===== src/design/tpsd_pkg.sv =====
// package for the touch pad swipe detector: sizes, codes and reset values
package tpsd_pkg;

  // pads in the row, and the width of the pad level and change fields
  localparam int PadCount     = 8;
  localparam int PadInputBits = 8;
  localparam int PadIdxW      = $clog2(PadCount);

  localparam int TimeW   = 32;
  localparam int GapW    = 16;
  localparam int ResultW = 2;
  localparam int CfgIdxW = 1;

  localparam logic [GapW-1:0] MinGapReset = GapW'(40);
  localparam logic [GapW-1:0] MaxGapReset = GapW'(300);

  // configuration register indexes
  localparam logic [CfgIdxW-1:0] CfgMinGap = CfgIdxW'(0);
  localparam logic [CfgIdxW-1:0] CfgMaxGap = CfgIdxW'(1);

  // swipe result codes
  localparam logic [ResultW-1:0] ResNone    = ResultW'(0);
  localparam logic [ResultW-1:0] ResForward = ResultW'(1);
  localparam logic [ResultW-1:0] ResBack    = ResultW'(2);

  // pad indexes of interest
  localparam logic [PadIdxW-1:0] FirstPad     = PadIdxW'(0);
  localparam logic [PadIdxW-1:0] SecondPad    = PadIdxW'(1);
  localparam logic [PadIdxW-1:0] LastPad      = PadIdxW'(PadCount - 1);
  localparam logic [PadIdxW-1:0] NextLastPad  = PadIdxW'(PadCount - 2);

  typedef enum logic [1:0] {
    DirIdle    = 2'd0,
    DirForward = 2'd1,
    DirBack    = 2'd2
  } dir_e;

endpackage


===== src/design/touch_pad_swipe_detector_top.sv =====
// touch pad swipe detector: input register, swipe tracker and result register
//
//  channel | signals                                        | direction
//  --------+------------------------------------------------+----------
//  in      | in_valid_i in_ready_o pad_pressed_i            | in
//          | pad_changed_i now_ms_i                         |
//  out     | out_valid_o out_ready_i swipe_result_o         | out
//  cfg     | cfg_we_i cfg_addr_i cfg_wdata_i (write only)   | in
//
// one transaction per cycle sustained while the output is not stalled; a scan
// tick passes through the input register, then the result register
// the tracker state is updated from the input register in the same cycle the
// result is loaded, so the next tick sees it without a bubble
// reset clears tracking state, gap limits to 40 and 300 ms, and both valids
// a stall on the output holds the result and the tick in the input register;
// in_ready_o falls only when both registers are full and the output is stalled
module touch_pad_swipe_detector_top (
  input  logic                          clk_i,
  input  logic                          rst_ni,
  input  logic                          in_valid_i,
  output logic                          in_ready_o,
  input  logic [tpsd_pkg::PadInputBits-1:0] pad_pressed_i,
  input  logic [tpsd_pkg::PadInputBits-1:0] pad_changed_i,
  input  logic [tpsd_pkg::TimeW-1:0]    now_ms_i,
  output logic                          out_valid_o,
  input  logic                          out_ready_i,
  output logic [tpsd_pkg::ResultW-1:0]  swipe_result_o,
  input  logic                          cfg_we_i,
  input  logic [tpsd_pkg::CfgIdxW-1:0]  cfg_addr_i,
  input  logic [tpsd_pkg::GapW-1:0]     cfg_wdata_i
);
  import tpsd_pkg::*;

  // configuration
  logic [GapW-1:0] min_gap_q, max_gap_q;

  // input register
  logic                    s1_valid_q;
  logic [PadInputBits-1:0] pressed_q, changed_q;
  logic [TimeW-1:0]        now_q;

  // tracker state
  dir_e               dir_q, dir_d;
  logic [PadIdxW-1:0] exp_q, exp_d;
  logic [TimeW-1:0]   last_time_q, last_time_d;

  // result register
  logic               out_valid_q;
  logic [ResultW-1:0] res_q, res_d;

  logic s1_fire, in_fire;

  // pad vectors sized to the pad row; pads past the input width read as zero
  logic [PadCount-1:0] pressed_v, changed_v;
  logic [PadIdxW-1:0]  prev_pad;
  logic [TimeW-1:0]    gap;
  logic                gap_ok;
  logic                prev_released, exp_pressed, exp_fresh;
  logic                first_fresh, last_fresh, at_end;

  assign s1_fire    = s1_valid_q && (!out_valid_q || out_ready_i);
  assign in_ready_o = !s1_valid_q || s1_fire;
  assign in_fire    = in_valid_i && in_ready_o;

  assign out_valid_o    = out_valid_q;
  assign swipe_result_o = res_q;

  // configuration writes
  always_ff @(posedge clk_i or negedge rst_ni) begin
    if (!rst_ni) begin
      min_gap_q <= MinGapReset;
      max_gap_q <= MaxGapReset;
    end else if (cfg_we_i) begin
      case (cfg_addr_i)
        CfgMinGap: min_gap_q <= cfg_wdata_i;
        CfgMaxGap: max_gap_q <= cfg_wdata_i;
        default:   ;
      endcase
    end
  end

  // input register
  always_ff @(posedge clk_i or negedge rst_ni) begin
    if (!rst_ni) begin
      s1_valid_q <= 1'b0;
    end else if (in_ready_o) begin
      s1_valid_q <= in_valid_i;
    end
  end

  always_ff @(posedge clk_i) begin
    if (in_fire) begin
      pressed_q <= pad_pressed_i;
      changed_q <= pad_changed_i;
      now_q     <= now_ms_i;
    end
  end

  always_comb begin
    pressed_v = '0;
    changed_v = '0;
    for (int i = 0; i < PadCount; i++) begin
      if (i < PadInputBits) begin
        pressed_v[i] = pressed_q[i];
        changed_v[i] = changed_q[i];
      end
    end
  end

  // decode of the current tick against the tracked swipe
  assign prev_pad      = (dir_q == DirForward) ? exp_q - PadIdxW'(1) : exp_q + PadIdxW'(1);
  assign prev_released = changed_v[prev_pad] && !pressed_v[prev_pad];
  assign exp_pressed   = pressed_v[exp_q];
  assign exp_fresh     = changed_v[exp_q] && pressed_v[exp_q];
  assign first_fresh   = changed_v[FirstPad] && pressed_v[FirstPad];
  assign last_fresh    = changed_v[LastPad] && pressed_v[LastPad];
  assign at_end        = (exp_q == FirstPad) || (exp_q >= LastPad);

  // modulo 2^32 gap, open interval test
  assign gap    = now_q - last_time_q;
  assign gap_ok = (gap > TimeW'(min_gap_q)) && (gap < TimeW'(max_gap_q));

  // next state
  always_comb begin
    dir_d       = dir_q;
    exp_d       = exp_q;
    last_time_d = last_time_q;
    case (dir_q)
      DirForward, DirBack: begin
        if (prev_released) begin
          // early release only ends the swipe if the next pad is not held
          if (!exp_pressed) begin
            dir_d = DirIdle;
          end
        end else if (exp_fresh) begin
          if (gap_ok) begin
            last_time_d = now_q;
            if (at_end) begin
              dir_d = DirIdle;
            end else if (dir_q == DirForward) begin
              exp_d = exp_q + PadIdxW'(1);
            end else begin
              exp_d = exp_q - PadIdxW'(1);
            end
          end else begin
            dir_d = DirIdle;
          end
        end
      end
      default: begin
        // idle: first pad wins when both ends are pressed together
        dir_d = DirIdle;
        if (first_fresh) begin
          dir_d       = DirForward;
          last_time_d = now_q;
        end else if (last_fresh) begin
          dir_d       = DirBack;
          last_time_d = now_q;
        end
        exp_d = (dir_d == DirBack) ? NextLastPad : SecondPad;
      end
    endcase
  end

  // result of the current tick
  always_comb begin
    res_d = ResNone;
    case (dir_q)
      DirForward: if (!prev_released && exp_fresh && gap_ok && at_end) res_d = ResForward;
      DirBack:    if (!prev_released && exp_fresh && gap_ok && at_end) res_d = ResBack;
      default:    res_d = ResNone;
    endcase
  end

  always_ff @(posedge clk_i or negedge rst_ni) begin
    if (!rst_ni) begin
      dir_q       <= DirIdle;
      exp_q       <= '0;
      last_time_q <= '0;
    end else if (s1_fire) begin
      dir_q       <= dir_d;
      exp_q       <= exp_d;
      last_time_q <= last_time_d;
    end
  end

  // result register
  always_ff @(posedge clk_i or negedge rst_ni) begin
    if (!rst_ni) begin
      out_valid_q <= 1'b0;
    end else if (s1_fire) begin
      out_valid_q <= 1'b1;
    end else if (out_ready_i) begin
      out_valid_q <= 1'b0;
    end
  end

  always_ff @(posedge clk_i) begin
    if (s1_fire) begin
      res_q <= res_d;
    end
  end

  // checks
  a_res_code: assert property (@(posedge clk_i) disable iff (!rst_ni)
    out_valid_q |-> (res_q == ResNone || res_q == ResForward || res_q == ResBack))
    else $error("swipe result code out of range");

  a_done_idle: assert property (@(posedge clk_i) disable iff (!rst_ni)
    s1_fire && res_d != ResNone |=> dir_q == DirIdle)
    else $error("tracker not idle after reporting a swipe");

  a_exp_range: assert property (@(posedge clk_i) disable iff (!rst_ni)
    dir_q != DirIdle |-> exp_q <= LastPad)
    else $error("expected pad outside the pad row");

  a_stall_full: assert property (@(posedge clk_i) disable iff (!rst_ni)
    !in_ready_o |-> s1_valid_q && out_valid_q && !out_ready_i)
    else $error("input stalled while a register is free");

  a_hold_state: assert property (@(posedge clk_i) disable iff (!rst_ni)
    !s1_fire |=> $stable(dir_q) && $stable(exp_q) && $stable(last_time_q))
    else $error("tracker state moved without a tick");

endmodule

===== config.mk =====
export PLATFORM = sky130hd
export DESIGN_NAME = touch_pad_swipe_detector_top
export DESIGN_NICKNAME = d
export VERILOG_FILES = /design/src/design/tpsd_pkg.sv /design/src/design/touch_pad_swipe_detector_top.sv
export SDC_FILE = /design/constraint.sdc
export NUM_CORES = 1
export LEC_CHECK = 0
export ABC_AREA = 1
export BUFFER_PORTS_ARGS = -buffer_cell sky130_fd_sc_hd__buf_2
export CAP_MARGIN = 15
export CORE_UTILIZATION = 40
export DETAILED_ROUTE_END_ITERATION = 10
export HOLD_SLACK_MARGIN = 0.02
export SYNTH_ARGS = -nofsm -noshare
export SYNTH_HDL_FRONTEND = slang
export SYNTH_SLANG_ARGS = --single-unit

===== constraint.sdc =====
create_clock -name clk_i -period 5.6 [get_ports clk_i]
set_input_delay 0 -clock clk_i [delete_from_list [all_inputs] [get_ports clk_i]]
set_output_delay 0 -clock clk_i [all_outputs]
set_load 0.02 [all_outputs]

==> flow_metrics.env <==
export IMPL_run_status="completed"
export IMPL_grt_pass1_wl_microns=33800
export IMPL_antenna_cells=0
export IMPL_routabilityCongestion=0.8867
export IMPL_hold_path_depth=2
export IMPL_portBuffers=73
export IMPL_grt_pass1_vias=7111
export IMPL_synth_edf_count=50
export IMPL_clockRootBuffer="clkbuf_16"
export IMPL_nets=1436
export IMPL_wl_per_cell_microns=12.53
export IMPL_slowest_delay_ns=0.44
export IMPL_place_inst=1479
export IMPL_whs_ns=0.2696
export IMPL_dp_hpwl_microns=14880
export IMPL_start_kind="flip-flop"
export IMPL_critPathMaxFanout=37
export IMPL_synth_most_common_cell="nand2_1"
export IMPL_finalSetupViolations=0
export IMPL_grt_antenna_before_repair=0
export IMPL_grt_start_max_net_pins=72
export IMPL_min_period_ns=4.547
export IMPL_r2r_start="last_time_q[0]"
export IMPL_fin_setup_tns_ns=0
export IMPL_clk_latency_ns=0.43
export IMPL_avgSynthCellArea_sq_um=7.221
export IMPL_cp_endpoint="last_time_q[9]"
export IMPL_synthesis_area_sq_mm=0.008348
export IMPL_final_cell_area_sq_mm=0.01023
export IMPL_finalHoldViolations=0
export IMPL_die_x_microns=146.5
export IMPL_synth_cell_type_count=43
export IMPL_crit_path_frequent_cell="nand2_1"
export IMPL_synth_common_cells="409 x nand2_1, 227 x inv_1, 70 x nor2_1"
export IMPL_overflow=0
export IMPL_crit_type="reg2reg"
export IMPL_num_io_pins=74
export IMPL_drt_iter0_markers=283
export IMPL_initial_core_util_pct=40.99
export IMPL_path_clk_slew_ns=0.07
export IMPL_hold_class="in2reg"
export IMPL_drive_gt1_share_pct=10.69
export IMPL_synth_top_flop_cell="dfrtp_1"
export IMPL_min_period_over_period_pct=81.20
export IMPL_worst_r2r_cell_count=27
export IMPL_power_density_mw_per_mm2=510.1
export IMPL_crit_required_ns=5.91
export IMPL_place_area_sq_mm=0.008950
export IMPL_cts_tree="yes"
export IMPL_die_h_microns=146.5
export IMPL_rsz0062_at_grt="false"
export IMPL_fp_row_count=52
export IMPL_rr_endpoint="last_time_q[9]"
export IMPL_synth_fp_nets=1295
export IMPL_vdd_ir_drop_max_uv=243.7
export IMPL_cts_sink_count=121
export IMPL_first_pass_iters=6
export IMPL_wl_microns=19790
export IMPL_report_final_slew_viol_count=0
export IMPL_worstMarginPinSlew_ns=0.9949
export IMPL_power_leakage_uw=0.005508
export IMPL_cp_end_kind="flip-flop"
export IMPL_antenna_left=0
export IMPL_area_growth_pct=22.54
export IMPL_drc=0
export IMPL_yosys_area_top_type_share_pct=19.48
export IMPL_ys_warn_count=0
export IMPL_max_slew_margin_pct=33.57
export IMPL_cap_violations=0
export IMPL_synthCells=1156
export IMPL_layoutNonFillerInstCount=1580
export IMPL_ys_ff_latch=121
export IMPL_clockBufferDepth=2
export IMPL_crit_slowest_cell="nand3_4"
export IMPL_clock_fmax_ghz=0.2199
export IMPL_track_usage_pct=19.70
export IMPL_cts_buffers=17
export IMPL_synthTopCellsByArea="dfrtp_1 19%, nand2_1 18%, edfxtp_1 18%"
export IMPL_synthArstFlopShare_pct=58.68
export IMPL_vias=7367
export IMPL_rrSetupSlack_ns=1.05
export IMPL_fin_util_pct=50.23
export IMPL_coreArea_sq_mm=0.02036
export IMPL_fin_skew_ns=0.01525
export IMPL_cts_setup_buffers=0
export IMPL_vias_per_cell=4.663
export IMPL_yosysTopAreaCell="dfrtp_1"
export IMPL_crit_path_start="last_time_q[0]"
export IMPL_cts_max_level=4
export IMPL_critPathArrivalTime_ns=4.86
export IMPL_dieArea_sq_mm=0.02145
export IMPL_seq_area_frac_synth_pct=39.36
## sequential cells by signal, summed over array words and instances (netlist names)
name	count
changed_q	8
dir_q	2
out_valid_o	1
now_q	32
pressed_q	8
swipe_result_o	2
s1_valid_q	1
last_time_q	32
max_gap_q	16
min_gap_q	16
exp_q	3
## worst min path at each step
stage	to	slack (ns)	from
global route	changed_q[4]	0.26	pad_changed_i[4]
finish	pressed_q[6]	0.27	pad_pressed_i[6]
CTS	changed_q[6]	0.26	pad_changed_i[6]
global placement	pressed_q[0]	0.18	pad_pressed_i[0]
floorplan	dir_q[0]	-0.30	rst_ni
detailed placement	pressed_q[5]	0.18	pad_pressed_i[5]
## stage by stage
| step | power (uW) | setup WS [ns] |
|---|---|---|
| floorplan | 3436 | 2.214 |
| finish | 5218 | 1.053 |
| detailed placement | 4080 | 1.044 |
| global route | 5767 | 0.6457 |
| CTS | 5257 | 1.009 |
| global placement | 4045 | 1.026 |
## routing by layer
| metal | share of wire (%) | GRT usage, % | routed length, microns |
|---|---|---|---|
| met5 | 0 | 0 | 0 |
| met3 | 3.1 | 3.250 | 615 |
| met4 | 1.6 | 6.458 | 314 |
| met2 | 48 | 33.67 | 9506 |
| met1 | 47 | 25.26 | 9357 |
## placed cells by master, fill, tap and decap left out, types with 17 or more instances in the layout
cell type and n:
buf_2 73, a21oi_1 36, nand3_1 43, o21ai_0 48, nand4_1 45, dlygate4sd3_1 69, inv_1 226, dfrtp_1 65
ha_1 68, edfxtp_1 50, nor2_1 70, nand2_1 409, clkbuf_16 17
## power by group
group	leakage [uW]	switching (uW)	internal, uW
clock network	0.000287	441	664
registers	0.00136	126	1130
logic	0.00387	1850	1010
total	0.00551	2420	2800
## cell families after synthesis
group           share of synthesized area (%)
simple gates                            30.86
compound gates                          5.815
xor+xnor                                1.574
flops                                   39.36
buf+inv                                 11.96
fa+ha+maj                               10.43
## worst max-delay path: cells and delay by family (launching register included)
kind	cells	cell delay, ns
adder cells (fa/ha/maj)	3	0.94
AND/OR/NAND/NOR	21	2.64
flip-flops	1	0.39
XOR/XNOR	1	0.28
buffers and inverters	2	0.17
## final cells by class
class,instances,area (sq um)
repair buffers,145,1079
clock buffers,17,425.4
inverters,233,874.6
clock inverters,15,163.9
fillers,2068,10130
multi-input cells,779,4064
well taps,270,337.8
flip-flops and latches,121,3286
## what timing repair did
| action | CTS | global route |
|---|---|---|
| gates resized for setup | 0 | 0 |
| endpoints found under the hold margin | 147 | 0 |
| hold buffers | 69 | 0 |
| endpoints found under the setup margin | 0 | 0 |
Note: power is estimated with default switching activity, not from simulation.
